<file path="src/rtl/core/hsl_pkg.sv">
// ----------------------------------------------------------------------------
// hsl_pkg
// shared types, constants and sector helpers of the hsl to rgb color unit
// ----------------------------------------------------------------------------
package hsl_pkg;

  // pixel addressing
  localparam int PIXEL_COUNT = 16;
  localparam int PIX_IDX_W   = 4;

  // input ranges
  localparam int HUE_FULL    = 360;
  localparam int HUE_THIRD   = 120;
  localparam int HUE_FALL    = 240;
  localparam int HUE_HIGH    = 180;
  localparam int SECTOR_DEG  = 60;
  localparam int PCT_MAX     = 100;
  localparam int PCT_HALF    = 50;
  localparam int PCT_DOUBLE  = 200;

  // level = floor(num * 255 / 600000) = floor((num * 17 >> 6) / 625)
  // the divide by 625 is a reciprocal multiply, exact for the 18-bit range
  localparam int LEVEL_MUL    = 17;
  localparam int LEVEL_PRESH  = 6;
  localparam int LEVEL_SHIFT  = 28;
  localparam int LEVEL_RECIP  = 429497;
  localparam int LEVEL_MAX    = 255;

  // internal widths
  localparam int PCT_W    = 7;
  localparam int WEIGHT_W = 6;
  localparam int FRAC_W   = 14;
  localparam int NUM_W    = 20;
  localparam int SCALED_W = 24;
  localparam int QUOT_W   = SCALED_W - LEVEL_PRESH;
  localparam int RECIP_W  = 19;
  localparam int PROD_W   = QUOT_W + RECIP_W;
  localparam int LVL_W    = PROD_W - LEVEL_SHIFT;

  // queue between front and back
  localparam int QUEUE_DEPTH = 4;
  localparam int QUEUE_PTR_W = $clog2(QUEUE_DEPTH);

  typedef struct packed {
    logic [4:0] pixel_number;
    logic [8:0] hue_degrees;
    logic [6:0] saturation_pct;
    logic [6:0] lightness_pct;
  } hsl_in_t;

  typedef struct packed {
    logic [3:0]  pixel_index;
    logic [7:0]  red_level;
    logic [7:0]  green_level;
    logic [7:0]  blue_level;
    logic [11:0] packed_color;
  } hsl_out_t;

  // classified word handed from front to back
  typedef struct packed {
    logic [PIX_IDX_W-1:0] pixel_index;
    logic [PCT_W-1:0]     saturation;
    logic [PCT_W-1:0]     lightness;
    logic                 light_hi;
    logic [WEIGHT_W-1:0]  w_red;
    logic [WEIGHT_W-1:0]  w_green;
    logic [WEIGHT_W-1:0]  w_blue;
  } hsl_cls_t;

  typedef enum logic [1:0] {
    SEC_RISE,
    SEC_HIGH,
    SEC_FALL,
    SEC_LOW
  } hsl_sector_e;

  function automatic hsl_sector_e sector_of(logic [8:0] t);
    hsl_sector_e s;
    if (t < 9'(SECTOR_DEG)) begin
      s = SEC_RISE;
    end else if (t < 9'(HUE_HIGH)) begin
      s = SEC_HIGH;
    end else if (t < 9'(HUE_FALL)) begin
      s = SEC_FALL;
    end else begin
      s = SEC_LOW;
    end
    return s;
  endfunction

  // weight of (q - p) in the channel value p * 60 + (q - p) * w
  function automatic logic [WEIGHT_W-1:0] sector_weight(logic [8:0] t);
    logic [8:0]          fall;
    logic [WEIGHT_W-1:0] w;
    fall = 9'(HUE_FALL) - t;
    unique case (sector_of(t))
      SEC_RISE: w = t[WEIGHT_W-1:0];
      SEC_HIGH: w = WEIGHT_W'(SECTOR_DEG);
      SEC_FALL: w = fall[WEIGHT_W-1:0];
      SEC_LOW:  w = '0;
      default:  w = '0;
    endcase
    return w;
  endfunction

endpackage

</file>
<file path="src/rtl/core/hsl_front.sv">
// ----------------------------------------------------------------------------
// hsl_front
// clamps the input word and works out the hue sector weights per channel
// ----------------------------------------------------------------------------
module hsl_front (
  input  hsl_pkg::hsl_in_t  in_word_i,
  output hsl_pkg::hsl_cls_t cls_o
);

  logic [4:0] num_m1;
  logic [8:0] hue;
  logic [9:0] t_red_sum;
  logic [8:0] t_red;
  logic [8:0] t_blue;
  logic [6:0] sat;
  logic [6:0] lig;

  always_comb begin
    // pixel index: number minus one, saturated to the last pixel
    num_m1 = (in_word_i.pixel_number == '0) ? 5'd0 : in_word_i.pixel_number - 5'd1;
    if (32'(num_m1) > hsl_pkg::PIXEL_COUNT - 1) begin
      cls_o.pixel_index = hsl_pkg::PIX_IDX_W'(hsl_pkg::PIXEL_COUNT - 1);
    end else begin
      cls_o.pixel_index = num_m1[hsl_pkg::PIX_IDX_W-1:0];
    end

    // hue wraps once
    hue = (in_word_i.hue_degrees >= 9'(hsl_pkg::HUE_FULL)) ?
          in_word_i.hue_degrees - 9'(hsl_pkg::HUE_FULL) : in_word_i.hue_degrees;

    sat = (in_word_i.saturation_pct > 7'(hsl_pkg::PCT_MAX)) ?
          7'(hsl_pkg::PCT_MAX) : in_word_i.saturation_pct;
    lig = (in_word_i.lightness_pct > 7'(hsl_pkg::PCT_MAX)) ?
          7'(hsl_pkg::PCT_MAX) : in_word_i.lightness_pct;

    // red leads by a third of a turn, blue lags by a third
    t_red_sum = 10'(hue) + 10'(hsl_pkg::HUE_THIRD);
    t_red = (t_red_sum >= 10'(hsl_pkg::HUE_FULL)) ?
            9'(t_red_sum - 10'(hsl_pkg::HUE_FULL)) : t_red_sum[8:0];
    t_blue = (hue < 9'(hsl_pkg::HUE_THIRD)) ? hue + 9'(hsl_pkg::HUE_FALL) :
             hue - 9'(hsl_pkg::HUE_THIRD);

    cls_o.saturation = sat;
    cls_o.lightness  = lig;
    cls_o.light_hi   = (lig >= 7'(hsl_pkg::PCT_HALF));
    cls_o.w_red      = hsl_pkg::sector_weight(t_red);
    cls_o.w_green    = hsl_pkg::sector_weight(hue);
    cls_o.w_blue     = hsl_pkg::sector_weight(t_blue);
  end

endmodule

</file>
<file path="src/rtl/core/hsl_queue.sv">
// ----------------------------------------------------------------------------
// hsl_queue
// short register queue between the classifier and the arithmetic pipeline
// ----------------------------------------------------------------------------
module hsl_queue (
  input  logic              clk_i,
  input  logic              rst_ni,
  input  logic              push_i,
  input  hsl_pkg::hsl_cls_t word_i,
  output logic              full_o,
  output logic              valid_o,
  input  logic              pop_i,
  output hsl_pkg::hsl_cls_t word_o
);

  hsl_pkg::hsl_cls_t mem_q [hsl_pkg::QUEUE_DEPTH];
  logic [hsl_pkg::QUEUE_PTR_W-1:0] wr_ptr_q, wr_ptr_d;
  logic [hsl_pkg::QUEUE_PTR_W-1:0] rd_ptr_q, rd_ptr_d;
  logic [hsl_pkg::QUEUE_PTR_W:0]   cnt_q, cnt_d;

  assign full_o  = (cnt_q == (hsl_pkg::QUEUE_PTR_W+1)'(hsl_pkg::QUEUE_DEPTH));
  assign valid_o = (cnt_q != '0);
  assign word_o  = mem_q[rd_ptr_q];

  always_comb begin
    wr_ptr_d = wr_ptr_q;
    rd_ptr_d = rd_ptr_q;
    cnt_d    = cnt_q;
    if (push_i) begin
      wr_ptr_d = (wr_ptr_q == hsl_pkg::QUEUE_PTR_W'(hsl_pkg::QUEUE_DEPTH - 1)) ?
                 '0 : wr_ptr_q + 1'b1;
    end
    if (pop_i) begin
      rd_ptr_d = (rd_ptr_q == hsl_pkg::QUEUE_PTR_W'(hsl_pkg::QUEUE_DEPTH - 1)) ?
                 '0 : rd_ptr_q + 1'b1;
    end
    unique case ({push_i, pop_i})
      2'b10:   cnt_d = cnt_q + 1'b1;
      2'b01:   cnt_d = cnt_q - 1'b1;
      default: cnt_d = cnt_q;
    endcase
  end

  always_ff @(posedge clk_i or negedge rst_ni) begin
    if (!rst_ni) begin
      wr_ptr_q <= '0;
      rd_ptr_q <= '0;
      cnt_q    <= '0;
    end else begin
      wr_ptr_q <= wr_ptr_d;
      rd_ptr_q <= rd_ptr_d;
      cnt_q    <= cnt_d;
    end
  end

  always_ff @(posedge clk_i) begin
    if (push_i) begin
      mem_q[wr_ptr_q] <= word_i;
    end
  end

endmodule

</file>
<file path="src/rtl/core/hsl_back.sv">
// ----------------------------------------------------------------------------
// hsl_back
// four stage pipeline: q/p, channel numerators, scaling, clamp and pack
// ----------------------------------------------------------------------------
module hsl_back (
  input  logic              clk_i,
  input  logic              rst_ni,
  input  logic              cls_valid_i,
  input  hsl_pkg::hsl_cls_t cls_i,
  output logic              cls_pop_o,
  output logic              out_valid_o,
  input  logic              out_stall_i,
  output hsl_pkg::hsl_out_t out_word_o
);

  localparam int FW = hsl_pkg::FRAC_W;
  localparam int NW = hsl_pkg::NUM_W;
  localparam int LW = hsl_pkg::LVL_W;
  localparam int WW = hsl_pkg::WEIGHT_W;

  logic v1_q, v2_q, v3_q, out_valid_q;
  logic adv1, adv2, adv3, adv_out;

  // stage 1
  logic [3:0]    idx1_q;
  logic [FW-1:0] p1_q, d1_q;
  logic [WW-1:0] wr1_q, wg1_q, wb1_q;
  // stage 2
  logic [3:0]    idx2_q;
  logic [NW-1:0] nr2_q, ng2_q, nb2_q;
  // stage 3
  logic [3:0]    idx3_q;
  logic [LW-1:0] lr3_q, lg3_q, lb3_q;

  hsl_pkg::hsl_out_t out_q;

  logic [FW-1:0] ls_prod;
  logic [14:0]   q_lo, q_hi, q15, p15;
  logic [NW-1:0] nr_d, ng_d, nb_d;
  logic [LW-1:0] lr_d, lg_d, lb_d;
  logic [7:0]    r_c, g_c, b_c;

  assign adv_out   = !out_valid_q || !out_stall_i;
  assign adv3      = !v3_q || adv_out;
  assign adv2      = !v2_q || adv3;
  assign adv1      = !v1_q || adv2;
  assign cls_pop_o = cls_valid_i && adv1;

  function automatic logic [NW-1:0] chan_num(logic [FW-1:0] p, logic [FW-1:0] d,
                                             logic [WW-1:0] w);
    logic [NW:0] s;
    s = (NW+1)'(p) * (NW+1)'(hsl_pkg::SECTOR_DEG) + (NW+1)'(d) * (NW+1)'(w);
    return s[NW-1:0];
  endfunction

  function automatic logic [LW-1:0] chan_level(logic [NW-1:0] n);
    logic [hsl_pkg::SCALED_W-1:0] x;
    logic [hsl_pkg::QUOT_W-1:0]   y;
    logic [hsl_pkg::PROD_W-1:0]   prod;
    // times 17 as shift and add
    x = {n, 4'b0000} + hsl_pkg::SCALED_W'(n);
    y = x[hsl_pkg::SCALED_W-1:hsl_pkg::LEVEL_PRESH];
    prod = hsl_pkg::PROD_W'(y) * hsl_pkg::PROD_W'(hsl_pkg::LEVEL_RECIP);
    return prod[hsl_pkg::LEVEL_SHIFT +: LW];
  endfunction

  function automatic logic [7:0] clamp8(logic [LW-1:0] l);
    return (l > LW'(hsl_pkg::LEVEL_MAX)) ? 8'hFF : l[7:0];
  endfunction

  always_comb begin
    ls_prod = FW'(cls_i.lightness) * FW'(cls_i.saturation);
    q_lo = 15'(cls_i.lightness) * (15'(hsl_pkg::PCT_MAX) + 15'(cls_i.saturation));
    q_hi = 15'(hsl_pkg::PCT_MAX) * 15'(cls_i.lightness)
         + 15'(hsl_pkg::PCT_MAX) * 15'(cls_i.saturation) - 15'(ls_prod);
    q15  = cls_i.light_hi ? q_hi : q_lo;
    p15  = 15'(hsl_pkg::PCT_DOUBLE) * 15'(cls_i.lightness) - q15;

    nr_d = chan_num(p1_q, d1_q, wr1_q);
    ng_d = chan_num(p1_q, d1_q, wg1_q);
    nb_d = chan_num(p1_q, d1_q, wb1_q);

    lr_d = chan_level(nr2_q);
    lg_d = chan_level(ng2_q);
    lb_d = chan_level(nb2_q);

    r_c = clamp8(lr3_q);
    g_c = clamp8(lg3_q);
    b_c = clamp8(lb3_q);
  end

  always_ff @(posedge clk_i or negedge rst_ni) begin
    if (!rst_ni) begin
      v1_q        <= 1'b0;
      v2_q        <= 1'b0;
      v3_q        <= 1'b0;
      out_valid_q <= 1'b0;
    end else begin
      if (adv1) begin
        v1_q <= cls_valid_i;
      end
      if (adv2) begin
        v2_q <= v1_q;
      end
      if (adv3) begin
        v3_q <= v2_q;
      end
      if (adv_out) begin
        out_valid_q <= v3_q;
      end
    end
  end

  always_ff @(posedge clk_i) begin
    if (adv1) begin
      idx1_q <= cls_i.pixel_index;
      p1_q   <= p15[FW-1:0];
      d1_q   <= q15[FW-1:0] - p15[FW-1:0];
      wr1_q  <= cls_i.w_red;
      wg1_q  <= cls_i.w_green;
      wb1_q  <= cls_i.w_blue;
    end
    if (adv2) begin
      idx2_q <= idx1_q;
      nr2_q  <= nr_d;
      ng2_q  <= ng_d;
      nb2_q  <= nb_d;
    end
    if (adv3) begin
      idx3_q <= idx2_q;
      lr3_q  <= lr_d;
      lg3_q  <= lg_d;
      lb3_q  <= lb_d;
    end
    if (adv_out) begin
      out_q.pixel_index  <= idx3_q;
      out_q.red_level    <= r_c;
      out_q.green_level  <= g_c;
      out_q.blue_level   <= b_c;
      out_q.packed_color <= {r_c[7:4], g_c[7:4], b_c[7:4]};
    end
  end

  assign out_valid_o = out_valid_q;
  assign out_word_o  = out_q;

endmodule

</file>
<file path="src/rtl/core/hsl_to_rgb_pixel_color_unit.sv">
// ----------------------------------------------------------------------------
// hsl_to_rgb_pixel_color_unit
// hsl to 8-bit rgb pixel color converter with 12-bit 4:4:4 packed output
// ----------------------------------------------------------------------------
// takes one word per clock while in_stall_o is low and gives one result word
// per input word, in order. a word is accepted when in_valid_i is high and
// in_stall_o low; the front classifier clamps saturation and lightness to
// 100, wraps the hue once at 360, saturates the pixel index and picks each
// channel's hue sector, all in the accept cycle, and writes the word into a
// four-entry queue. the back pipeline pops one word per clock while its
// first stage can advance and takes four stages (q and p, channel numerators,
// reciprocal scaling to floor(255 * fraction), clamp and pack). throughput
// is one word per cycle unless the output stalls, set by the single issue
// slot of each back stage. in_stall_o rises only when the queue is full,
// which happens after the output has been stalled long enough to back up
// the pipeline; the queue lets the front keep accepting meanwhile.
module hsl_to_rgb_pixel_color_unit (
  input  logic              clk_i,
  input  logic              rst_ni,
  input  logic              in_valid_i,
  output logic              in_stall_o,
  input  hsl_pkg::hsl_in_t  in_word_i,
  output logic              out_valid_o,
  input  logic              out_stall_i,
  output hsl_pkg::hsl_out_t out_word_o
);

  hsl_pkg::hsl_cls_t cls_in, cls_out;
  logic q_full, q_valid, q_pop, q_push;

  // accept whenever the queue has room
  assign in_stall_o = q_full;
  assign q_push     = in_valid_i && !q_full;

  hsl_front u_front (
    .in_word_i (in_word_i),
    .cls_o     (cls_in)
  );

  hsl_queue u_queue (
    .clk_i   (clk_i),
    .rst_ni  (rst_ni),
    .push_i  (q_push),
    .word_i  (cls_in),
    .full_o  (q_full),
    .valid_o (q_valid),
    .pop_i   (q_pop),
    .word_o  (cls_out)
  );

  // arithmetic pipeline, ends in the output register
  hsl_back u_back (
    .clk_i       (clk_i),
    .rst_ni      (rst_ni),
    .cls_valid_i (q_valid),
    .cls_i       (cls_out),
    .cls_pop_o   (q_pop),
    .out_valid_o (out_valid_o),
    .out_stall_i (out_stall_i),
    .out_word_o  (out_word_o)
  );

endmodule

</file>
<file path="config.mk">
export PLATFORM = sky130hd
export DESIGN_NAME = hsl_to_rgb_pixel_color_unit
export DESIGN_NICKNAME = d
export VERILOG_FILES = /design/src/rtl/core/hsl_pkg.sv /design/src/rtl/core/hsl_front.sv /design/src/rtl/core/hsl_queue.sv /design/src/rtl/core/hsl_back.sv /design/src/rtl/core/hsl_to_rgb_pixel_color_unit.sv
export SDC_FILE = /design/constraint.sdc
export NUM_CORES = 2
export LEC_CHECK = 0
export ABC_AREA = 0
export BUFFER_PORTS_ARGS = -buffer_cell sky130_fd_sc_hd__buf_2
export CORE_ASPECT_RATIO = 0.8
export CORE_MARGIN = 8
export CORE_UTILIZATION = 50
export DETAILED_ROUTE_END_ITERATION = 12
export PLACE_DENSITY = 0.74
export REMOVE_ABC_BUFFERS = 1
export SLEW_MARGIN = 20
export SYNTH_ARGS = -nofsm -noshare
export SYNTH_HDL_FRONTEND = slang
export SYNTH_SLANG_ARGS = --single-unit
</file>
<file path="constraint.sdc">
create_clock -name clk_i -period 9.2 [get_ports clk_i]
set_input_delay 0 -clock clk_i [delete_from_list [all_inputs] [get_ports clk_i]]
set_output_delay 0 -clock clk_i [all_outputs]
set_load 0.005 [all_outputs]
</file>
### Word-level counts from Yosys, hierarchy flattened

Memories as Yosys holds them, arrays and structs flattened.
Index checks and enable logic that the tools add are counted.

| word-level totals | value |
|---|---|
| bits in latches | 0 |
| flip-flop bits (word level) | 196 |
| output and inout bits | 42 |
| word-level logic and storage cells | 145 |
| memories kept | 1 |
| RAM bits | 148 |
| bits in read-only memories | 0 |
| bits of input ports | 32 |

Memories:

| name | depth | width | read ports | clocked after memory_dff | wr ports | line | text |
|---|---|---|---|---|---|---|---|
| u_queue.mem_q | 4 | 37 | 1 | 0 | 1 | hsl_queue.sv:16 | `hsl_pkg::hsl_cls_t mem_q [hsl_pkg::QUEUE_DEPTH];` |

| operators by class | value |
|---|---|
| reduce and logical (&&, ||, !) cells | 18 |
| shifts and indexed selects | 0 |
| bitwise gates (word level) | 0 |
| $add $sub $neg | 24 |
| equality and inequality tests | 14 |
| multiply operators | 12 |
| div/mod/pow operators | 0 |
| multiplexer cells | 28 |
| magnitude comparators | 19 |

Operators with widths:

| operator | number |
|---|---|
| $mul A18 B19 Y37 const B | 3 |
| $add A24 B20 Y24 | 3 |
| $pmux W6 S4 | 3 |
| $add A20 B20 Y20 | 3 |
| $mul A14 B6 Y20 | 3 |
| $lt A9 B8 Y1 const B | 6 |
| $sub A14 B14 Y14 | 3 |
| $gt A9 B8 Y1 const B | 3 |
| $lt A9 B6 Y1 const B | 3 |
| $mux W9 | 3 |
| $mul A5 B7 Y12 const A | 2 |
| $mux W8 | 3 |
| $eq A2 B2 Y1 const B | 9 |
| $mul A14 B4 Y18 const B | 1 |
| $sub A6 B6 Y6 const A | 3 |
| $sub A9 B9 Y9 const B | 2 |
| $mux W2 | 8 |
| $mul A7 B15 Y14 | 1 |
| $add A14 B14 Y14 | 1 |
| $gt A7 B7 Y1 const B | 2 |
| $mul A7 B7 Y14 | 1 |
| $mux W14 | 1 |
| $mux W7 | 2 |
| $mul A5 B7 Y11 const A | 1 |
| 26 further kinds | 45 |

### Depth between registers and ports, before layout

| depth | value |
|---|---|
| word-level depth | 11 |
| gate-level depth with buffers | 38 |
| mapped depth without buffers | 35 |

### Cells and area by module

From an unflattened synthesis, not the netlist that was laid out.

| second synthesis, totals | value |
|---|---|
| cells, all modules | 4565 |
| area total of the unflattened synthesis | 47594.4 um^2 |

Modules (own cells, without submodules):

| module | cells an instance | area an instance (um^2) | instances | seq. area each (um^2) |
|---|---|---|---|---|
| hsl_back | 4056 | 39954.6 | 1 | 5175.0 |
| hsl_queue | 232 | 5749.3 | 1 | 4619.4 |
| hsl_front | 276 | 1876.8 | 1 | 0.0 |
| hsl_to_rgb_pixel_color_unit | 1 | 13.8 | 1 | 0.0 |

### Worst setup path before layout

OpenSTA, ideal clock, no wires.

| timing | value |
|---|---|
| path type | flip-flop to flip-flop |
| start point | register u_queue.rd_ptr_q[0] in the netlist's numbering |
| end point | register u_back.d1_q[13], data pin |
| period minus slack after synthesis | 8.675 ns |
| arrival time | 8.412 ns |
| path slack | 0.525 ns |
| library setup time | 0.263 ns |
| required time | 8.937 ns |
| cell stages (with the launch flop) | 37 |
| buffers on the path | 3 |
| cells stage by stage | dfrtp_1 > buf_2 > buf_1 > clkbuf_1 > mux4_2 > ha_1 > ha_1 > ha_1 > fa_1 > inv_1 > ha_1 > fa_1 > inv_1 > fa_1 > inv_1 > fa_1 > inv_1 > ha_1 > a21oi_1 > o21bai_1 > a21oi_1 > xnor2_1 > nand2_1 > and2_1 > ha_1 > o21a_1 > o31a_1 > a21oi_1 > inv_1 > ha_1 > and3_1 > a21oi_1 > o21ai_1 > o21ai_1 > nand2b_1 > a21oi_1 > xnor2_1 |

| on the way | value |
|---|---|
| cells in the longest elaborated chain, start to end | 7 |
| elaborated cells on any way between the ends | 12 |
| those cells by class | add/sub: 5; mul: 5; mux: 1; memory: 1 |

RTL lines:

| element | line | text |
|---|---|---|
| start, declared | hsl_queue.sv:18 | `logic [hsl_pkg::QUEUE_PTR_W-1:0] rd_ptr_q, rd_ptr_d;` |
| start signal, assigned | hsl_queue.sv:51 | `rd_ptr_q <= rd_ptr_d;` |
| $mem_v2 Z4 W37 * | n/a |  |
| $mul A5 B7 Y12 (on tied branches) | hsl_back.sv:74, hsl_back.sv:75 |  |
| $add A14 B14 Y14 | hsl_back.sv:75 | `+ 15'(hsl_pkg::PCT_MAX) * 15'(cls_i.saturation) - 15'(ls_prod);` |
| $sub A14 B14 Y14 | hsl_back.sv:75 |  |
| $mux W14 | hsl_back.sv:76 | `q15 = cls_i.light_hi ? q_hi : q_lo;` |
| $sub A14 B14 Y14 * | hsl_back.sv:77 | `p15 = 15'(hsl_pkg::PCT_DOUBLE) * 15'(cls_i.lightness) - q15;` |
| net u_back.p15[10] | hsl_back.sv:38 | `logic [14:0] q_lo, q_hi, q15, p15;` |
| $sub A14 B14 Y14 * | hsl_back.sv:118 | `d1_q <= q15[FW-1:0] - p15[FW-1:0];` |
| end signal, assigned | hsl_back.sv:118 |  |
| end, declared | hsl_back.sv:26 | `logic [FW-1:0] p1_q, d1_q;` |

Mark *: on every way through the listed nets, which the timed path passes. The rest lies on a longest branch.
A chain may end at the register's enable or synchronous reset.

### Final worst setup path

| timing | value |
|---|---|
| start point | register u_back.nr2_q[6] |
| end point | register u_back.lr3_q[7], data pin |

| on the way | value |
|---|---|
| cells in the longest elaborated chain, start to end | 2 |

RTL lines:

| element | line | text |
|---|---|---|
| start, declared | hsl_back.sv:30 | `logic [NW-1:0] nr2_q, ng2_q, nb2_q;` |
| start signal, assigned | hsl_back.sv:125 | `nr2_q <= nr_d;` |
| $add A24 B20 Y24 | hsl_back.sv:61 | `x = {n, 4'b0000} + hsl_pkg::SCALED_W'(n);` |
| $mul A18 B19 Y37 | hsl_back.sv:63 | `prod = hsl_pkg::PROD_W'(y) * hsl_pkg::PROD_W'(hsl_pkg::LEVEL_RECIP);` |
| net u_back.lr_d[7] | hsl_back.sv:40 | `logic [LW-1:0] lr_d, lg_d, lb_d;` |
| end signal, assigned | hsl_back.sv:131 | `lr3_q <= lr_d;` |
| end, declared | hsl_back.sv:33 | `logic [LW-1:0] lr3_q, lg3_q, lb3_q;` |

The timed path passes the listed nets, and every way through them passes these cells.

==> impl_metrics.toml <==
[final_layout]
diodes = 0
fillCellCount = 8107
multi_input_area_sq_um = 33200
fin_nets = 6148
drive_above_1_share = 0.0600
area_growth_pct = 6.74
regArea_sq_um = 9800

[synth]
synthCells = 4603
ys_seq_elements = 328
synthFlopType = "edfxtp_1"
syn_area_sq_um = 47700
ys_seq_area_frac = 0.205
ys_types = 95
synth-async-reset-ratio = 0.0335
yosysWarnings = 0
syn_area_per_cell_sq_um = 10.4
synth-edff-count = 317

[cts]
post_cts_buffers = 0
cts_root_buf = "clkbuf_16"
cts_inserted_buffers = 35
htreeDepth = 2
tritoncts = "built"
path_clk_slew_ps = 60
insertion_delay_ps = 590
numClockSinks = 328
cts_buffer_depth = 3

[timing]
setup_tns_ps = 0
hold_viol = 0
worst_slew_margin_rel = 0.306
worst_slew_pin_slew_ps = 1040
period_share = 0.939
timing.final.crit_period_ps = 8630
max_freq_mhz = 116
rsz0062_at_grt = "no"
setup-violations-final = 0
final_max_slew_viol_count = 0
finClkSkew_ps = 48.4

[critical_path]
critPathKind = "reg2reg"
required_ps = 9500
reg2regPathDepth = 30
critPathCaptureType = "flop"
max_stage_delay_ps = 550
worstPathMaxFanout = 4
cp_common_cell = "fa_1"
cp_slowest_cell = "fa_1"
cp-start-kind = "flop"
arrival_ps = 8940

[global_route]
track_usage = 0.197
grt-ovfl-total = 0
grt_pass1_vias = 33332
antenna_found_initial = 1
grt_pass1_wl_mm = 171
grt_max_degree = 63

[drt]
post_drt_wl_per_cell_um = 17.1
drtAntennaViolNets = 0
via_per_inst = 5.26
drc = 0
vias = 31310
initialDrtViolationCount = 1833
wirelength_mm = 102
first_pass_iters = 6

[floorplanning]
dieArea_sq_um = 106000
io_pins = 74
core_area_sq_um = 94700
num_rows = 101
die_h_um = 292
start_util = 0.504
die_x_um = 361

[hold_path]
hold_path.class = "in2reg"
worstHoldPathCells = 3

[place]
globalplace.congestion = 0.949
hpwl_mm = 84.4
numPortBuffers = 73

[status]
status = "complete, no violations"

[flow_run]
drv_cap = 0
-- state kept, by name (all words and copies together), names as in the netlist, 13 cells and up --
signal and flops:
u_back.nr2_q 19, u_back.d1_q 13, u_queue.mem_q 148, u_back.nb2_q 19
u_back.out_word_o 28, u_back.p1_q 14, u_back.ng2_q 19
-- synth_stat cells, drive strengths merged, types with 37 or more instances --
| master | n | share of area |
|---|---|---|
| inv | 1144 | 0.090 |
| ha | 753 | 0.20 |
| fa | 676 | 0.28 |
| nand2 | 337 | 0.027 |
| edfxtp | 317 | 0.20 |
| nor2 | 181 | 0.014 |
| xnor2 | 157 | 0.029 |
| a21oi | 139 | 0.015 |
| and2 | 95 | 0.012 |
| o21ai | 83 | 0.0089 |
| xor2 | 62 | 0.011 |
| clkbuf | 61 | 0.0048 |
| nand3 | 59 | 0.0062 |
| nor3 | 47 | 0.0050 |
| a21o | 41 | 0.0065 |
| or2 | 39 | 0.0051 |
| mux4 | 37 | 0.017 |
-- cell usage in the layout, fill, tap and decap left out, types with 14 or more instances in the layout --
master	instances
a21o_1	41
a21oi_1	137
and2_1	91
and3_1	14
buf_2	73
buf_4	28
clkbuf_16	35
dlygate4sd3_1	28
edfxtp_1	317
fa_1	676
ha_1	753
inv_1	1141
mux4_2	37
nand2_1	335
nand2b_1	23
nand3_1	58
nor2_1	181
nor2b_1	31
nor3_1	45
o21a_1	33
o21ai_0	70
o21bai_1	26
or2_2	38
xnor2_1	155
xor2_1	62
-- cell families (layout without fill, tap and decap cells) --
family / Yosys count / count (layout) / share of synthesized area
xor+xnor: 219 / 219 / 0.0404
other cells: 2 / 9 / 0.000158
buf+inv: 1234 / 1338 / 0.0988
simple gates: 866 / 866 / 0.0848
compound gates: 469 / 469 / 0.0670
mux: 54 / 54 / 0.0213
fa+ha+maj: 1431 / 1431 / 0.482
flops: 328 / 328 / 0.205
-- metal layers --
metal | global-route usage | up-vias | part of all wire
li1 | - | 14835 | -
met1 | 0.279 | 15534 | 0.46
met2 | 0.313 | 824 | 0.44
met3 | 0.0430 | 117 | 0.073
met4 | 0.0388 | 0 | 0.019
met5 | 0 | - | 0
-- worst max-delay path, delay by kind of cell, from the launching register on --
kind,cells,cell delay (ps)
AND/OR/NAND/NOR,7,1120
AO/OA/AOI/OAI,11,2660
adder cells (fa/ha/maj),8,3660
buffers and inverters,2,140
flip-flops,1,400
XOR/XNOR,2,430
-- worst paths after layout --
kind	slack, ps	to	startpoint
setup / recovery	570	u_back.lr3_q[7]	u_back.nr2_q[6]
max in group asynchronous	8300	u_queue.rd_ptr_q[1]	rst_ni
setup reg to reg	570	u_back.lr3_q[7]	u_back.nr2_q[6]
hold / removal	90	u_queue.mem_q[1][34]	in_word_i[25]
min in group asynchronous	500	u_queue.cnt_q[2]	rst_ni
hold reg to reg	420	u_back.idx2_q[3]	u_back.idx1_q[3]
-- stage by stage --
| stage | hold WS [ps] | instance area, sq um | std cells | util | setup WS (ps) |
|---|---|---|---|---|---|
| after detailed placement | -114 | 49400 | 5858 | 0.522 | 206 |
| after CTS | 34.8 | 50900 | 5950 | 0.537 | 177 |
| after global routing | 82.0 | 50900 | 5950 | 0.538 | 20.3 |
| final | 91.4 | 50900 | 5950 | 0.538 | 565 |
| after floorplan | -296 | 47300 | 4521 | - | 172 |
| after global placement | -117 | 49400 | 5858 | 0.522 | 423 |
-- layout make-up --
cell class,instances,area share
sequential,328,0.193
timing repair buffer,129,0.0168
tap,1236,0.0304
clock buffer,37,0.0174
clock inverter,27,0.00534
multi-input combinational,3048,0.653
inverter,1145,0.0845
-- timing repair --
item / in CTS / in global routing
resized for setup: 0 / 6
endpoints found under the hold margin: 109 / 0
endpoints found under the setup margin: 0 / 8
hold buffers: 28 / 0
Power is not shown: default switching activity piles up to over one toggle a cycle in this logic, so the estimate is an artifact.
